--- config.mk ---
export PLATFORM = sky130hd
export DESIGN_NAME = lambda_token_scanner
export DESIGN_NICKNAME = d
export VERILOG_FILES = /design/src/lts_pkg.sv /design/src/lts_front.sv /design/src/lts_queue.sv /design/src/lts_back.sv /design/src/lambda_token_scanner.sv
export VERILOG_INCLUDE_DIRS = /design/src /design/src/src
export SDC_FILE = /design/constraint.sdc
export NUM_CORES = 1
export LEC_CHECK = 0
export ABC_CLOCK_PERIOD_IN_PS = 3700
export BUFFER_PORTS_ARGS = -buffer_cell sky130_fd_sc_hd__buf_4
export CAP_MARGIN = 25
export CORE_MARGIN = 2
export CORE_UTILIZATION = 54
export DETAILED_ROUTE_END_ITERATION = 16
export GPL_TIMING_DRIVEN = 1
export PLACE_DENSITY = 0.76
export SYNTH_ARGS = -nofsm -noshare
export SYNTH_HDL_FRONTEND = slang
export SYNTH_HIERARCHICAL = 1
export SYNTH_SLANG_ARGS = --single-unit
--- constraint.sdc ---
create_clock -name clk -period 3.7 [get_ports clk]
set_input_delay 0 -clock clk [delete_from_list [all_inputs] [get_ports clk]]
set_output_delay 0 -clock clk [all_outputs]
set_load 0.01 [all_outputs]
--- src/lambda_token_scanner_macros.svh ---
// ----------------------------------------------------------------------------
// lambda_token_scanner_macros.svh
// Assertion helpers shared by the scanner RTL. Each use names its label and
// an antecedent and consequent; clocking and reset are fixed to clk and rst.
// ----------------------------------------------------------------------------
`ifndef LAMBDA_TOKEN_SCANNER_MACROS_SVH
`define LAMBDA_TOKEN_SCANNER_MACROS_SVH

// Consequent must hold in the same cycle as the antecedent.
`define LTS_ASSERT_SAME(label, ante, cons) \
  label: assert property (@(posedge clk) disable iff (rst) (ante) |-> (cons)) \
    else $error("lambda_token_scanner: same-cycle check failed");

// Consequent must hold in the cycle after the antecedent.
`define LTS_ASSERT_NEXT(label, ante, cons) \
  label: assert property (@(posedge clk) disable iff (rst) (ante) |=> (cons)) \
    else $error("lambda_token_scanner: next-cycle check failed");

`endif

--- src/lts_pkg.sv ---
// ----------------------------------------------------------------------------
// lts_pkg
// Shared types, character codes and token tags of the token scanner.
// ----------------------------------------------------------------------------
package lts_pkg;

  localparam int LTS_ROW_BITS     = 16;
  localparam int LTS_COL_BITS     = 12;
  localparam int LTS_PREFIX_CHARS = 8;
  localparam int LTS_QUEUE_DEPTH  = 2;

  localparam logic [7:0] CH_TAB     = 8'h09;
  localparam logic [7:0] CH_NEWLINE = 8'h0A;
  localparam logic [7:0] CH_CR      = 8'h0D;
  localparam logic [7:0] CH_SPACE   = 8'h20;
  localparam logic [7:0] CH_LPAREN  = 8'h28;
  localparam logic [7:0] CH_RPAREN  = 8'h29;
  localparam logic [7:0] CH_STAR    = 8'h2A;
  localparam logic [7:0] CH_DOT     = 8'h2E;
  localparam logic [7:0] CH_SLASH   = 8'h2F;
  localparam logic [7:0] CH_ZERO    = 8'h30;
  localparam logic [7:0] CH_NINE    = 8'h39;
  localparam logic [7:0] CH_ASSIGN  = 8'h3D;
  localparam logic [7:0] CH_UPPER_A = 8'h41;
  localparam logic [7:0] CH_UPPER_Z = 8'h5A;
  localparam logic [7:0] CH_UNDER   = 8'h5F;
  localparam logic [7:0] CH_LOWER_A = 8'h61;
  localparam logic [7:0] CH_LOWER_Z = 8'h7A;

  // Keywords packed first character in the low byte.
  localparam logic [15:0] KW_IN     = 16'h6E69;
  localparam logic [23:0] KW_LAMBDA = 24'h6D616C;
  localparam logic [23:0] KW_LET    = 24'h74656C;

  typedef enum logic [3:0] {
    TAG_EOF          = 4'd0,
    TAG_ASSIGN       = 4'd1,
    TAG_DOT          = 4'd2,
    TAG_LPAREN       = 4'd3,
    TAG_RPAREN       = 4'd4,
    TAG_IN           = 4'd5,
    TAG_LAMBDA_KW    = 4'd6,
    TAG_LET          = 4'd7,
    TAG_IDENT        = 4'd8,
    TAG_BAD_CHAR     = 4'd9,
    TAG_LONE_SLASH   = 4'd10,
    TAG_OPEN_COMMENT = 4'd11
  } tag_t;

  typedef enum logic [3:0] {
    CLS_SPACE   = 4'd0,
    CLS_NEWLINE = 4'd1,
    CLS_LETTER  = 4'd2,
    CLS_DIGIT   = 4'd3,
    CLS_ASSIGN  = 4'd4,
    CLS_DOT     = 4'd5,
    CLS_LPAREN  = 4'd6,
    CLS_RPAREN  = 4'd7,
    CLS_SLASH   = 4'd8,
    CLS_STAR    = 4'd9,
    CLS_OTHER   = 4'd10
  } char_class_t;

  typedef struct packed {
    logic        eof;
    logic [7:0]  char_code;
    char_class_t cls;
  } scan_item_t;

  typedef struct packed {
    logic       valid;
    scan_item_t item;
  } item_beat_t;

  typedef struct packed {
    logic pend_valid;
    logic consume;
  } back_stat_t;

endpackage

--- src/lts_front.sv ---
// ----------------------------------------------------------------------------
// lts_front
// Input side: accept characters and end-of-input markers, classify each byte
// and push the classified transaction into the queue.
// ----------------------------------------------------------------------------
module lts_front
  import lts_pkg::*;
(
  input  logic       in_valid,
  output logic       in_ready,
  input  logic       func,
  input  logic [7:0] char_code,
  input  logic       q_ready,
  output item_beat_t push
);

  function automatic char_class_t classify(input logic [7:0] ch);
    char_class_t cls;
    if (ch == CH_NEWLINE) begin
      cls = CLS_NEWLINE;
    end else if (ch == CH_SPACE || (ch >= CH_TAB && ch <= CH_CR)) begin
      cls = CLS_SPACE;
    end else if ((ch >= CH_LOWER_A && ch <= CH_LOWER_Z) ||
                 (ch >= CH_UPPER_A && ch <= CH_UPPER_Z) || ch == CH_UNDER) begin
      cls = CLS_LETTER;
    end else if (ch >= CH_ZERO && ch <= CH_NINE) begin
      cls = CLS_DIGIT;
    end else if (ch == CH_ASSIGN) begin
      cls = CLS_ASSIGN;
    end else if (ch == CH_DOT) begin
      cls = CLS_DOT;
    end else if (ch == CH_LPAREN) begin
      cls = CLS_LPAREN;
    end else if (ch == CH_RPAREN) begin
      cls = CLS_RPAREN;
    end else if (ch == CH_SLASH) begin
      cls = CLS_SLASH;
    end else if (ch == CH_STAR) begin
      cls = CLS_STAR;
    end else begin
      cls = CLS_OTHER;
    end
    return cls;
  endfunction

  assign in_ready            = q_ready;
  assign push.valid          = in_valid && q_ready;
  assign push.item.eof       = func;
  assign push.item.char_code = char_code;
  assign push.item.cls       = classify(char_code);

endmodule

--- src/lts_queue.sv ---
// ----------------------------------------------------------------------------
// lts_queue
// Short FIFO between the classifier and the scanner back end.
// ----------------------------------------------------------------------------
module lts_queue
  import lts_pkg::*;
(
  input  logic       clk,
  input  logic       rst,
  input  item_beat_t push,
  output logic       ready,
  output item_beat_t head,
  input  logic       pop
);

  localparam int DEPTH = LTS_QUEUE_DEPTH;
  localparam int PTR_W = (DEPTH > 1) ? $clog2(DEPTH) : 1;
  localparam int CNT_W = $clog2(DEPTH + 1);

  scan_item_t entries [DEPTH];
  logic [PTR_W-1:0] wr_ptr;
  logic [PTR_W-1:0] rd_ptr;
  logic [CNT_W-1:0] count;
  logic             do_push;
  logic             do_pop;

  assign ready     = (count != CNT_W'(DEPTH));
  assign do_push   = push.valid && ready;
  assign head.valid = (count != '0);
  assign head.item = entries[rd_ptr];
  assign do_pop    = pop && head.valid;

  always_ff @(posedge clk) begin
    if (rst) begin
      wr_ptr <= '0;
      rd_ptr <= '0;
      count  <= '0;
    end else begin
      if (do_push) begin
        wr_ptr <= (wr_ptr == PTR_W'(DEPTH - 1)) ? '0 : wr_ptr + 1'b1;
      end
      if (do_pop) begin
        rd_ptr <= (rd_ptr == PTR_W'(DEPTH - 1)) ? '0 : rd_ptr + 1'b1;
      end
      if (do_push && !do_pop) begin
        count <= count + 1'b1;
      end else if (do_pop && !do_push) begin
        count <= count - 1'b1;
      end
    end
  end

  always_ff @(posedge clk) begin
    if (do_push) begin
      entries[wr_ptr] <= push.item;
    end
  end

endmodule

--- src/lts_back.sv ---
// ----------------------------------------------------------------------------
// lts_back
// Scanner back end: mode register, cursor tracking, identifier capture and
// token output register with a one-deep slot for a second token.
// ----------------------------------------------------------------------------
module lts_back
  import lts_pkg::*;
#(
  parameter int ROW_BITS     = LTS_ROW_BITS,
  parameter int COL_BITS     = LTS_COL_BITS,
  parameter int PREFIX_CHARS = LTS_PREFIX_CHARS
) (
  input  logic                      clk,
  input  logic                      rst,
  input  item_beat_t                head,
  output logic                      pop,
  output logic                      out_valid,
  input  logic                      out_ready,
  output tag_t                      out_tag,
  output logic [ROW_BITS-1:0]       out_begin_row,
  output logic [COL_BITS-1:0]       out_begin_col,
  output logic [ROW_BITS-1:0]       out_end_row,
  output logic [COL_BITS-1:0]       out_end_col,
  output logic [8*PREFIX_CHARS-1:0] out_prefix,
  output logic [7:0]                out_length,
  output logic                      out_last,
  output back_stat_t                stat
);

  localparam int PW = 8 * PREFIX_CHARS;

  typedef enum logic [5:0] {
    MODE_IDLE  = 6'b000001,
    MODE_IDENT = 6'b000010,
    MODE_SLASH = 6'b000100,
    MODE_LINE  = 6'b001000,
    MODE_BLOCK = 6'b010000,
    MODE_BSTAR = 6'b100000
  } mode_t;

  mode_t               mode, mode_next;
  logic [ROW_BITS-1:0] cursor_row, cursor_row_next;
  logic [COL_BITS-1:0] cursor_col, cursor_col_next;
  logic [ROW_BITS-1:0] start_row, start_row_next;
  logic [COL_BITS-1:0] start_col, start_col_next;
  logic [ROW_BITS-1:0] finish_row, finish_row_next;
  logic [COL_BITS-1:0] finish_col, finish_col_next;
  logic [PW-1:0]       name_prefix, name_prefix_next;
  logic [7:0]          name_length, name_length_next;

  logic                pend_valid;
  tag_t                pend_tag;
  logic [ROW_BITS-1:0] pend_row;
  logic [COL_BITS-1:0] pend_col;

  scan_item_t          it;
  logic                can_take;
  logic                load_pend;
  logic                load_new;

  // idle-scan results
  logic                idle_emit;
  tag_t                idle_tag;
  mode_t               idle_mode;

  // identifier token
  tag_t                name_tag;
  logic                name_is_kw;

  // first (flushed) token and second token of this transaction
  logic                flush_v;
  tag_t                flush_tag;
  logic [ROW_BITS-1:0] flush_br, flush_er;
  logic [COL_BITS-1:0] flush_bc, flush_ec;
  logic [PW-1:0]       flush_pre;
  logic [7:0]          flush_len;
  logic                sec_v;
  tag_t                sec_tag;
  logic                run_idle;

  assign it        = head.item;
  assign can_take  = !pend_valid && (!out_valid || out_ready);
  assign pop       = can_take && head.valid;
  assign load_pend = pend_valid && (!out_valid || out_ready);
  assign load_new  = pop && (flush_v || sec_v);

  assign stat.pend_valid = pend_valid;
  assign stat.consume    = pop;

  always_comb begin
    idle_emit = 1'b0;
    idle_tag  = TAG_BAD_CHAR;
    idle_mode = MODE_IDLE;
    unique case (it.cls)
      CLS_SPACE, CLS_NEWLINE: ;
      CLS_ASSIGN: begin idle_emit = 1'b1; idle_tag = TAG_ASSIGN; end
      CLS_DOT:    begin idle_emit = 1'b1; idle_tag = TAG_DOT;    end
      CLS_LPAREN: begin idle_emit = 1'b1; idle_tag = TAG_LPAREN; end
      CLS_RPAREN: begin idle_emit = 1'b1; idle_tag = TAG_RPAREN; end
      CLS_SLASH:  idle_mode = MODE_SLASH;
      CLS_LETTER: idle_mode = MODE_IDENT;
      default:    idle_emit = 1'b1;
    endcase
  end

  always_comb begin
    name_is_kw = 1'b1;
    if (name_length == 8'd2 && name_prefix == PW'(KW_IN)) begin
      name_tag = TAG_IN;
    end else if (name_length == 8'd3 && name_prefix == PW'(KW_LAMBDA)) begin
      name_tag = TAG_LAMBDA_KW;
    end else if (name_length == 8'd3 && name_prefix == PW'(KW_LET)) begin
      name_tag = TAG_LET;
    end else begin
      name_tag   = TAG_IDENT;
      name_is_kw = 1'b0;
    end
  end

  always_comb begin
    mode_next        = mode;
    start_row_next   = start_row;
    start_col_next   = start_col;
    finish_row_next  = cursor_row;
    finish_col_next  = cursor_col;
    name_prefix_next = name_prefix;
    name_length_next = name_length;
    cursor_row_next  = cursor_row;
    cursor_col_next  = cursor_col;
    flush_v          = 1'b0;
    flush_tag        = name_tag;
    flush_br         = start_row;
    flush_bc         = start_col;
    flush_er         = finish_row;
    flush_ec         = finish_col;
    flush_pre        = '0;
    flush_len        = '0;
    sec_v            = 1'b0;
    sec_tag          = idle_tag;
    run_idle         = 1'b0;

    // advance the cursor past this byte
    if (it.cls == CLS_NEWLINE) begin
      cursor_row_next = (&cursor_row) ? cursor_row : cursor_row + 1'b1;
      cursor_col_next = COL_BITS'(1);
    end else begin
      cursor_col_next = (&cursor_col) ? cursor_col : cursor_col + 1'b1;
    end

    if (it.eof) begin
      unique case (mode)
        MODE_IDENT: begin
          flush_v = 1'b1;
          if (!name_is_kw) begin
            flush_pre = name_prefix;
            flush_len = name_length;
          end
        end
        MODE_SLASH: begin
          flush_v   = 1'b1;
          flush_tag = TAG_LONE_SLASH;
          flush_er  = start_row;
          flush_ec  = start_col;
        end
        MODE_BLOCK, MODE_BSTAR: begin
          flush_v   = 1'b1;
          flush_tag = TAG_OPEN_COMMENT;
        end
        default: ;
      endcase
      sec_v            = 1'b1;
      sec_tag          = TAG_EOF;
      mode_next        = MODE_IDLE;
      cursor_row_next  = ROW_BITS'(1);
      cursor_col_next  = COL_BITS'(1);
      start_row_next   = ROW_BITS'(1);
      start_col_next   = COL_BITS'(1);
      finish_row_next  = ROW_BITS'(1);
      finish_col_next  = COL_BITS'(1);
      name_prefix_next = '0;
      name_length_next = '0;
    end else begin
      unique case (mode)
        MODE_IDENT: begin
          if (it.cls == CLS_LETTER || it.cls == CLS_DIGIT) begin
            for (int i = 0; i < PREFIX_CHARS; i++) begin
              if (name_length == 8'(i)) begin
                name_prefix_next[8*i +: 8] = it.char_code;
              end
            end
            name_length_next = (&name_length) ? name_length : name_length + 1'b1;
          end else begin
            flush_v = 1'b1;
            if (!name_is_kw) begin
              flush_pre = name_prefix;
              flush_len = name_length;
            end
            name_prefix_next = '0;
            name_length_next = '0;
            run_idle         = 1'b1;
          end
        end
        MODE_SLASH: begin
          if (it.cls == CLS_STAR) begin
            mode_next = MODE_BLOCK;
          end else if (it.cls == CLS_SLASH) begin
            mode_next = MODE_LINE;
          end else begin
            flush_v   = 1'b1;
            flush_tag = TAG_LONE_SLASH;
            flush_er  = start_row;
            flush_ec  = start_col;
            run_idle  = 1'b1;
          end
        end
        MODE_LINE: begin
          if (it.cls == CLS_NEWLINE) mode_next = MODE_IDLE;
        end
        MODE_BLOCK: begin
          if (it.cls == CLS_STAR) mode_next = MODE_BSTAR;
        end
        MODE_BSTAR: begin
          if (it.cls == CLS_SLASH) begin
            mode_next = MODE_IDLE;
          end else if (it.cls != CLS_STAR) begin
            mode_next = MODE_BLOCK;
          end
        end
        default: run_idle = 1'b1;
      endcase

      if (run_idle) begin
        mode_next      = idle_mode;
        start_row_next = cursor_row;
        start_col_next = cursor_col;
        sec_v          = idle_emit;
        if (it.cls == CLS_LETTER) begin
          name_prefix_next = PW'(it.char_code);
          name_length_next = 8'd1;
        end
      end
    end
  end

  // scanner state
  always_ff @(posedge clk) begin
    if (rst) begin
      mode        <= MODE_IDLE;
      cursor_row  <= ROW_BITS'(1);
      cursor_col  <= COL_BITS'(1);
      start_row   <= ROW_BITS'(1);
      start_col   <= COL_BITS'(1);
      finish_row  <= ROW_BITS'(1);
      finish_col  <= COL_BITS'(1);
      name_prefix <= '0;
      name_length <= '0;
    end else if (pop) begin
      mode        <= mode_next;
      cursor_row  <= cursor_row_next;
      cursor_col  <= cursor_col_next;
      start_row   <= start_row_next;
      start_col   <= start_col_next;
      finish_row  <= finish_row_next;
      finish_col  <= finish_col_next;
      name_prefix <= name_prefix_next;
      name_length <= name_length_next;
    end
  end

  // output handshake control
  always_ff @(posedge clk) begin
    if (rst) begin
      out_valid  <= 1'b0;
      pend_valid <= 1'b0;
    end else if (load_pend) begin
      out_valid  <= 1'b1;
      pend_valid <= 1'b0;
    end else if (load_new) begin
      out_valid  <= 1'b1;
      pend_valid <= flush_v && sec_v;
    end else if (out_ready) begin
      out_valid  <= 1'b0;
    end
  end

  // output payload
  always_ff @(posedge clk) begin
    if (load_pend) begin
      out_tag       <= pend_tag;
      out_begin_row <= pend_row;
      out_begin_col <= pend_col;
      out_end_row   <= pend_row;
      out_end_col   <= pend_col;
      out_prefix    <= '0;
      out_length    <= '0;
      out_last      <= 1'b1;
    end else if (load_new) begin
      if (flush_v) begin
        out_tag       <= flush_tag;
        out_begin_row <= flush_br;
        out_begin_col <= flush_bc;
        out_end_row   <= flush_er;
        out_end_col   <= flush_ec;
        out_prefix    <= flush_pre;
        out_length    <= flush_len;
      end else begin
        out_tag       <= sec_tag;
        out_begin_row <= cursor_row;
        out_begin_col <= cursor_col;
        out_end_row   <= cursor_row;
        out_end_col   <= cursor_col;
        out_prefix    <= '0;
        out_length    <= '0;
      end
      out_last <= !(flush_v && sec_v);
      pend_tag <= sec_tag;
      pend_row <= cursor_row;
      pend_col <= cursor_col;
    end
  end

endmodule

--- src/lambda_token_scanner.sv ---
// ----------------------------------------------------------------------------
// lambda_token_scanner
// Streaming lexer for a small lambda language: one byte or end-of-input
// marker in, tokens with begin/end positions out.
// ----------------------------------------------------------------------------
//
//  Channel  Direction  Handshake             Payload
//  -------  ---------  --------------------  -----------------------------------
//  in       sink       in_valid / in_ready   func, char_code
//  out      source     out_valid / out_ready token_tag, begin_row, begin_col,
//                                            end_row, end_col, ident_prefix,
//                                            ident_length, last
//
//  One input transaction per cycle while in_ready is high; a transaction
//  that yields two tokens holds the back end until both have left, since
//  the output register sends one token per cycle while out_ready is high.
//  An accepted byte passes through the queue, and the token it completes
//  is then loaded into the output register. While a token waits, the
//  two-entry queue takes two more transactions before in_ready drops.
//  rst is synchronous and clears mode, cursor and handshake state; no
//  clearing pass follows.
//
// ----------------------------------------------------------------------------
`include "lambda_token_scanner_macros.svh"

module lambda_token_scanner
  import lts_pkg::*;
#(
  parameter int ROW_BITS     = LTS_ROW_BITS,
  parameter int COL_BITS     = LTS_COL_BITS,
  parameter int PREFIX_CHARS = LTS_PREFIX_CHARS
) (
  input  logic                      clk,
  input  logic                      rst,
  input  logic                      in_valid,
  output logic                      in_ready,
  input  logic                      func,
  input  logic [7:0]                char_code,
  output logic                      out_valid,
  input  logic                      out_ready,
  output logic [3:0]                token_tag,
  output logic [ROW_BITS-1:0]       begin_row,
  output logic [COL_BITS-1:0]       begin_col,
  output logic [ROW_BITS-1:0]       end_row,
  output logic [COL_BITS-1:0]       end_col,
  output logic [8*PREFIX_CHARS-1:0] ident_prefix,
  output logic [7:0]                ident_length,
  output logic                      last
);

  item_beat_t push;
  item_beat_t head;
  logic       q_ready;
  logic       pop;
  tag_t       tag;
  back_stat_t stat;

  // Classify each accepted byte and push it into the queue.
  lts_front u_front (
    .in_valid  (in_valid),
    .in_ready  (in_ready),
    .func      (func),
    .char_code (char_code),
    .q_ready   (q_ready),
    .push      (push)
  );

  // Decouple the input stream from token output stalls.
  lts_queue u_queue (
    .clk   (clk),
    .rst   (rst),
    .push  (push),
    .ready (q_ready),
    .head  (head),
    .pop   (pop)
  );

  // Run the scanner mode machine and register the tokens.
  lts_back #(
    .ROW_BITS     (ROW_BITS),
    .COL_BITS     (COL_BITS),
    .PREFIX_CHARS (PREFIX_CHARS)
  ) u_back (
    .clk           (clk),
    .rst           (rst),
    .head          (head),
    .pop           (pop),
    .out_valid     (out_valid),
    .out_ready     (out_ready),
    .out_tag       (tag),
    .out_begin_row (begin_row),
    .out_begin_col (begin_col),
    .out_end_row   (end_row),
    .out_end_col   (end_col),
    .out_prefix    (ident_prefix),
    .out_length    (ident_length),
    .out_last      (last),
    .stat          (stat)
  );

  assign token_tag = tag;

  // A second token never waits without a first one in the output register.
  `LTS_ASSERT_SAME(a_pend_needs_out, stat.pend_valid, out_valid)
  // The held second token closes its transaction.
  `LTS_ASSERT_NEXT(a_pend_is_last, out_valid && out_ready && stat.pend_valid, out_valid && last)
  // End of input always yields a token.
  `LTS_ASSERT_NEXT(a_eof_emits, stat.consume && head.item.eof, out_valid)
  // Only identifiers carry a length.
  `LTS_ASSERT_SAME(a_len_ident_only, out_valid && token_tag != TAG_IDENT, ident_length == 8'd0)

endmodule

* Word level (Yosys, flattened, before mapping)
Memory sizes are Yosys's and may differ from the RTL's. A register that Yosys moved wholly into a read port is not among the register bits. Index checks and enable logic that the tools add are counted.
Cells by class: muxes and demuxes 123, eq/ne operators 41, order comparisons 8, reductions and logical operators 50, $add $sub $neg 7, bitwise operators 1
Operators with widths (number):
- two-way mux 64 bit | 11
- two-way mux 16 bit | 17
- two-way mux 12 bit | 17
- two-way mux 8 bit | 20
- equality test 64 x 23 -> 1 bit (second input constant) | 2
- two-way mux 4 bit | 20
- equality test 64 x 15 -> 1 bit (second input constant) | 1
- equality test 8 x 6 -> 1 bit (second input constant) | 7
- two-way mux 6 bit | 8
- equality test 8 x 3 -> 1 bit (second input constant) | 4
- one-hot mux 6 bit (4 select lines) | 1
- two-way mux 1 bit | 21
- logical AND 1 bit | 17
- adder 16 x 1 -> 16 bit (second input constant) | 1
- equality test 4 x 3 -> 1 bit (second input constant) | 4
- equality test 8 x 2 -> 1 bit (second input constant) | 2
- greater-or-equal comparator 8 x 7 -> 1 bit (second input constant) | 2
- less-or-equal comparator 8 x 7 -> 1 bit (second input constant) | 2
- one-hot mux 4 bit (4 select lines) | 1
- AND reduction 16 bit | 1
- adder 12 x 1 -> 12 bit (second input constant) | 1
- AND reduction 12 bit | 1
- inequality test 5 x 1 -> 1 bit (second input constant) | 2
- nonzero test 2 bit | 5
- other kinds (43) | 62
Word-level totals: register bits after elaboration 333, memories kept 1, RAM bits 26, output and inout port bits 135
Memories:
- u_queue.entries | words 2, bits a word 13, rd ports 1, clocked after Yosys merged registers in 1, wr ports 1, RTL line lts_queue.sv:20 | scan_item_t entries [DEPTH];

* Logic depth before layout (Yosys ltp)
Gate-level depths: netlist (run 1).
depth after elaboration 12, mapped depth 13

* Cells and area by module
The synthesis (run 1) kept the hierarchy.
By module, submodules not included:
- lts_back | area an instance 14535.2 sq um, cells each 1552, instances 1
- lts_queue | area an instance 1162.4 sq um, cells each 64, instances 1
- lts_front | area an instance 405.4 sq um, cells each 62, instances 1

* Least setup slack after synthesis (run 1)
No wires, ideal clock.
path type register to register, start reg with a tool-made name, end reg u_back.out_begin_col[0], enable pin, clock period less this slack 3.932 ns, arrival time 3.518 ns, cell stages (with the launch flop) 12, required time 3.286 ns, library setup time 0.414 ns, setup slack -0.232 ns, cell sequence dfxtp_1 -> buf_2 -> mux2_2 -> buf_2 -> or3b_2 -> a31oi_4 -> o41a_1 -> buf_2 -> a21o_4 -> clkinv_4 -> nor2_1 -> inv_1
RTL lines:
- end signal, assigned | RTL line lts_back.sv:291 | out_begin_col <= pend_col;
- end signal, assigned | RTL line lts_back.sv:301 | out_begin_col <= flush_bc;
- end signal, assigned | RTL line lts_back.sv:309 | out_begin_col <= cursor_col;
- end, declared | RTL line lts_back.sv:21 | output logic [COL_BITS-1:0] out_begin_col,

* Worst setup path after layout (run 1)
start reg u_back.name_length[4], end reg u_back.out_tag[2] (data pin)
Between the ends: longest elaborated chain between the ends 12, elaborated cells on any way between the ends 16, classes of those cells eq/ne (2); mux (11); reduce/logical (3)
RTL lines:
- start, declared | RTL line lts_back.sv:49 | logic [7:0] name_length, name_length_next;
- start signal, assigned | RTL line lts_back.sv:266 | name_length <= name_length_next;
- equality test 8 x 2 -> 1 bit | RTL line lts_back.sv:110, lts_back.sv:112
- logical AND 1 bit | RTL line lts_back.sv:112 | end else if (name_length == 8'd3 && name_prefix == PW'(KW_LET)) begin
- two-way mux 4 bit | RTL line lts_back.sv:112
- two-way mux 4 bit | RTL line lts_back.sv:110 | end else if (name_length == 8'd3 && name_prefix == PW'(KW_LAMBDA)) begin
- two-way mux 4 bit (*) | RTL line lts_back.sv:108 | if (name_length == 8'd2 && name_prefix == PW'(KW_IN)) begin
- two-way mux 4 bit | RTL line lts_back.sv:206 | end else if (it.cls == CLS_SLASH) begin
- two-way mux 4 bit | RTL line lts_back.sv:204 | if (it.cls == CLS_STAR) begin
- two-way mux 4 bit | RTL line lts_back.sv:183 | unique case (mode)
- two-way mux 4 bit (*) | RTL line lts_back.sv:150 | if (it.eof) begin
- two-way mux 4 bit (*) | RTL line lts_back.sv:298 | if (flush_v) begin
- two-way mux 4 bit (*) | RTL line lts_back.sv:297 | end else if (load_new) begin
- two-way mux 4 bit (*) | RTL line lts_back.sv:288 | if (load_pend) begin
- end signal, assigned | RTL line lts_back.sv:289 | out_tag <= pend_tag;
- end signal, assigned | RTL line lts_back.sv:299 | out_tag <= flush_tag;
- end signal, assigned | RTL line lts_back.sv:307 | out_tag <= sec_tag;
- end, declared | RTL line lts_back.sv:19 | output tag_t out_tag,
Mark *: on every way between the ends. The rest lies on a longest branch, timed or not. The select of a mux whose other input is x is not followed. A chain may end at the register's enable or synchronous reset.

==> results.py, run 1 <==
metrics = {
    "outcome": {
        "run_status": "complete, but fails checks",
        "violations": "hold timing",
    },
    "critical_path": {
        "end_kind": "register",
        "r2r_slack_ps": 510,
        "start_kind": "register",
        "cp_data_arrival_time_ps": 3550,
        "slowest_stage": "nor4_1",
        "worstPathCellList": "nor4_1, nand4_1, buf_4, nor4_1, o21ai_0, buf_4, or3_1, a31oi_1",
        "cpLargestDelayFamily": "simple AND/OR/NAND/NOR gates",
        "cp_max_fo": 9,
        "cp_slowest_stage_delay_ps": 670,
        "worstSetupPathType": "reg -> reg",
        "path_buf_inv": 2,
        "required_ps": 4060,
    },
    "pwr": {
        "clock_power_share_pct": 30.4,
        "netSwitchingFraction_pct": 33.4,
        "peakVddDrop_mv": 0.590,
        "power_leakage_nw": 6.95,
        "seqPwrFrac_pct": 41.8,
        "p_comb_share_pct": 27.9,
        "p_switching_mw": 3.99,
        "p_per_area_mw_per_mm2": 640,
        "internal-power_mw": 7.96,
    },
    "synthesis": {
        "yosysWarnings": 6,
        "syn_inst": 1676,
        "syn_nets": 1696,
        "synthesis.area_mm2": 0.0161,
        "syn_avg_cell_area_um2": 9.60,
    },
    "cts": {
        "cts_buffers": 37,
        "post_cts_resized": 0,
        "clk_latency_ps": 520,
        "h-tree-depth": 2,
        "cts_sinks": 360,
        "cts_tree": "yes",
        "cts_root_buf": "clkbuf_16",
        "post_cts_buffers": 0,
        "clkTransAtPathRegs_ps": 60,
        "cts_buffer_depth": 3,
    },
    "global_route": {
        "groute.usage.overall_pct": 24.7,
        "busiest_layer": "met2",
        "gr-total-overflow": 0,
        "met2_usage_pct": 41.0,
        "met3_usage_pct": 3.64,
        "grt_pass1_wl_um": 63000,
        "grt_max_degree": 87,
        "groute.layer.met1.usage_pct": 32.9,
        "antenna_found_initial": 0,
        "first_global_vias": 12210,
    },
    "detailed_routing": {
        "avgViaCountPerCell": 5.96,
        "wl_per_cell_um": 17.9,
        "wl_um": 39000,
        "route.detailed.drc": 0,
        "drtIter0Drc": 1170,
        "dr.pass1.iters": 5,
        "final_antenna_net_count": 0,
        "via_count": 13005,
    },
    "placement": {
        "pre_cts_slack_ps": 674,
        "place_hpwl_um": 25500,
        "gp_congestion": 0.920,
        "io_buffers": 147,
    },
    "layout": {
        "synthToLayoutAreaGrowth_pct": 16.0,
        "layout_commonest_cell": "dfxtp_1",
        "final_cell_mix": "dfxtp_1, nand2_1, buf_4",
        "diodes": 0,
        "drive_gt1_share_pct": 16.6,
        "layout.nets": 1785,
    },
    "floorplanning": {
        "io_pins": 148,
        "core-area_mm2": 0.0295,
        "die-area_mm2": 0.0312,
        "die_y_um": 177,
        "die_w_um": 177,
        "start_util_pct": 54.6,
        "rows": 63,
    },
    "worst_hold_path": {
        "holdCritPathClass": "in -> reg",
    },
    "timing": {
        "whs_ps": -14.1,
        "fmax_mhz": 313,
        "fin_ws_ps": 508,
        "min_period_ps": 3190,
        "finalCritPeriodShare_pct": 86.3,
        "slew_headroom_pct": 29.2,
        "tns_ps": 0,
        "tightestPinTransition_ps": 1050,
        "clock-skew-final_ps": 9.02,
        "rsz0062_at_grt": "false",
        "hold_viol": 1,
        "finalMaxSlewViolations": 0,
        "setup_viol": 0,
    },
    "flow_run": {
        "maxCapViolations": 0,
    },
}
[path summary, 6_finish.rpt]
check                                            from               endpoint  cells after the start
worst max-delay path            u_back/name_length[4]      u_back/out_tag[2]                      8
worst min-delay path                              rst    u_back/flush_br[12]                      2
worst max register to register  u_back/name_length[4]      u_back/out_tag[2]                      8
worst min register to register  u_back/out_prefix[39]  u_back/out_prefix[39]                      2
[routing by layer]
| layer | vias up | share of wire (%) |
|---|---|---|
| met5 | - | 0 |
| met4 | 0 | 3.4 |
| met3 | 87 | 6.2 |
| met2 | 513 | 47 |
| met1 | 6182 | 43 |
| li1 | 6223 | - |
[registers in the layout (all words and copies together), names as in the netlist, 16 cells and up, named ones only]
signal,count
u_queue/entries,26
u_back/cursor_row,16
u_back/flush_br,16
u_back/name_prefix,64
u_back/out_end_row,16
u_back/out_begin_row,16
u_back/pend_row,16
u_back/out_prefix,64
u_back/finish_row,16
[per-stage QoR]
step	instance area [µm²]	power, mW	cells	utilization (%)
after floorplan	16100	7.24	1676	-
after global placement	17400	8.28	2106	58.9
after detailed placement	17400	8.35	2106	58.9
after CTS	18700	12.0	2182	63.3
after global routing	18700	12.5	2182	63.3
final	18700	11.9	2182	63.3
[worst reg2reg max path: stages, from the launching register on]
cell and delay (ps):
dfxtp_1 400, nor4_1 670, nand4_1 200, buf_4 210, nor4_1 290, o21ai_0 440, buf_4 350, or3_1 320
a31oi_1 170
[what timing repair did]
action	CTS	global route
hold buffers	10	0
setup endpoints to repair	0	0
endpoints found under the hold margin	23	0
[power groups by stage]
stage | Sequential, mW | Combinational, mW | Clock (mW)
floorplan | 5.16 | 2.07 | 0
global placement | 5.05 | 3.23 | 0
detailed placement | 5.07 | 3.28 | 0
CTS | 4.99 | 3.31 | 3.69
global route | 5.03 | 3.58 | 3.84
finish | 4.99 | 3.33 | 3.63
[area by class of cell]
class                      instances  area, µm²
clock buffer                      55       1130
multi-input combinational       1103       6780
fill                            2407      10800
inverter                          76        294
timing repair buffer             187       1500
clock inverter                    11       71.3
sequential                       360       8390
tap                              390        488
Note: power is estimated with default switching activity, not from simulation.
==> run 2, diff against run 1 <==
--- a/config.mk
+++ b/config.mk
@@ -6,14 +6,14 @@
 export SDC_FILE = /design/constraint.sdc
 export NUM_CORES = 1
 export LEC_CHECK = 0
-export ABC_CLOCK_PERIOD_IN_PS = 3700
+export ABC_CLOCK_PERIOD_IN_PS = 3650
 export BUFFER_PORTS_ARGS = -buffer_cell sky130_fd_sc_hd__buf_4
 export CAP_MARGIN = 25
 export CORE_MARGIN = 2
-export CORE_UTILIZATION = 54
+export CORE_UTILIZATION = 60
 export DETAILED_ROUTE_END_ITERATION = 16
 export GPL_TIMING_DRIVEN = 1
-export PLACE_DENSITY = 0.76
+export PLACE_DENSITY = 0.8
 export SYNTH_ARGS = -nofsm -noshare
 export SYNTH_HDL_FRONTEND = slang
 export SYNTH_HIERARCHICAL = 1
==> constraint.sdc (replaced) <==
create_clock -name clk -period 3.65 [get_ports clk]
set_input_delay 0 -clock clk [delete_from_list [all_inputs] [get_ports clk]]
set_output_delay 0 -clock clk [all_outputs]
set_load 0.01 [all_outputs]
==> run 2 against run 1 <==
Net effect:
- the run now ends clean
- worst hold slack improved by 63 ps
- critical path depth rose by 1
- sequential share of layout area rose by 0.078 points
- clock-buffer cell count fell by 6
- clock power rose by 6.1%
- flip-flop and latch count did not move
- register-to-register slack got worse by 210 ps
- global-route usage rose by 2.6 points
- setup slack got worse by 210 ps
- highest routed layer unchanged
==> results.py, run 2 (synthesis results as in run 1) <==
metrics = {
    "outcome": {
        "run_status": "finished clean",
    },
    "floorplanning": {
        "rows": 59,
        "die_w_um": 168,
        "core-area_mm2": 0.0262,
        "start_util_pct": 61.4,
        "die-area_mm2": 0.0281,
        "die_y_um": 168,
        "io_pins": 148,
    },
    "layout": {
        "final_util_pct": 71.1,
        "drive_gt1_share_pct": 16.2,
        "synthToLayoutAreaGrowth_pct": 15.8,
        "diodes": 0,
        "layout.nets": 1785,
        "finalInstanceArea_mm2": 0.0186,
        "reg_top3": "u_back/name_prefix (64), u_back/out_prefix (64), u_queue/entries (26)",
        "num-fill-cells": 1961,
        "final_cell_mix": "dfxtp_1, nand2_1, buf_4",
        "finalNonFillerCells": 2128,
        "layout_commonest_cell": "dfxtp_1",
    },
    "detailed_routing": {
        "via_count": 12951,
        "drtIter0Drc": 1084,
        "wl_um": 39000,
        "wl_per_cell_um": 18.3,
        "dr.pass1.iters": 5,
        "avgViaCountPerCell": 6.09,
        "final_antenna_net_count": 0,
        "route.detailed.drc": 0,
    },
    "placement": {
        "dp_cells": 2050,
        "place_hpwl_um": 24600,
        "io_buffers": 147,
        "place_area_mm2": 0.0173,
        "gp_congestion": 0.909,
        "pre_cts_slack_ps": 346,
    },
    "cts": {
        "cts_buffer_depth": 3,
        "postCtsHoldBufs": 11,
        "cts_root_buf": "clkbuf_16",
        "cts_tree": "yes",
        "cts_buffers": 37,
        "clkTransAtPathRegs_ps": 60,
        "clk_latency_ps": 530,
        "post_cts_buffers": 0,
        "post_cts_resized": 0,
        "cts_sinks": 360,
        "h-tree-depth": 2,
    },
    "pwr": {
        "netSwitchingFraction_pct": 33.0,
        "internal-power_mw": 8.22,
        "total_power_mw": 12.3,
        "p_per_area_mw_per_mm2": 658,
        "seqPwrFrac_pct": 41.3,
        "peakVddDrop_mv": 0.397,
        "power_leakage_nw": 6.95,
        "p_switching_mw": 4.04,
        "clock_power_share_pct": 31.4,
        "p_comb_share_pct": 27.2,
    },
    "timing": {
        "finalCritPeriodShare_pct": 91.8,
        "hold_viol": 0,
        "rsz0062_at_grt": "false",
        "fmax_mhz": 298,
        "finalMaxSlewViolations": 0,
        "min_period_ps": 3350,
        "whs_ps": 49.4,
        "slew_headroom_pct": 29.7,
        "fin_ws_ps": 298,
        "tightestPinTransition_ps": 1040,
        "setup_viol": 0,
        "clock-skew-final_ps": 26.5,
        "tns_ps": 0,
    },
    "critical_path": {
        "required_ps": 4050,
        "end_kind": "register",
        "worstPathCellList": "buf_4, mux2_2, or3b_4, a31oi_4, o41a_2, a21o_4, buf_4, nand3_1, o41ai_2",
        "path_buf_inv": 2,
        "cp_slowest_stage_delay_ps": 730,
        "start_kind": "register",
        "cpLargestDelayFamily": "buffers and inverters",
        "slowest_stage": "buf_4",
        "cp_common_cell": "buf_4",
        "cp_data_arrival_time_ps": 3750,
        "worstSetupPathType": "reg -> reg",
        "cp_max_fo": 84,
    },
    "global_route": {
        "antenna_found_initial": 0,
        "grt_pass1_wl_um": 63200,
        "groute.usage.overall_pct": 27.3,
        "first_global_vias": 12289,
        "grt_max_degree": 119,
        "gr-total-overflow": 0,
    },
    "worst_hold_path": {
        "holdCritPathClass": "in -> reg",
    },
    "flow_run": {
        "maxCapViolations": 0,
    },
}
[run 2: cell type report]
cell class,instances,area (µm²),share of cell area (%)
Clock buffer,49,1030,5.54
Clock inverter,18,220,1.18
Inverter,76,294,1.58
Multi-Input combinational cell,1103,6780,36.4
Sequential cell,360,8390,45.0
Tap cell,335,419,2.25
Timing Repair Buffer,187,1490,8.02
[run 2: power groups by stage]
stage / sequential (mW) / combinational, mW / clock, mW
floorplan: 5.24 / 2.11 / 0
global placement: 5.12 / 3.21 / 0
detailed placement: 5.15 / 3.29 / 0
CTS: 5.07 / 3.33 / 3.90
global route: 5.12 / 3.60 / 4.08
finish: 5.07 / 3.34 / 3.85
[run 2: worst paths after layout]
path                               from               endpoint  depth (start not counted)  slack (ps)
setup / recovery               register  u_back/out_prefix[13]                          9         300
hold / removal                      rst     u_back/flush_br[2]                          2          50
setup reg to reg               register  u_back/out_prefix[13]                          9         300
hold reg to reg   u_back/out_prefix[47]  u_back/out_prefix[47]                          2         450
[run 2: layer usage]
layer  track usage (%)  share of wire, %
met5                 0                 0
met4              10.1               2.7
met3              4.04               6.2
met2              45.5                48
met1              36.3                43
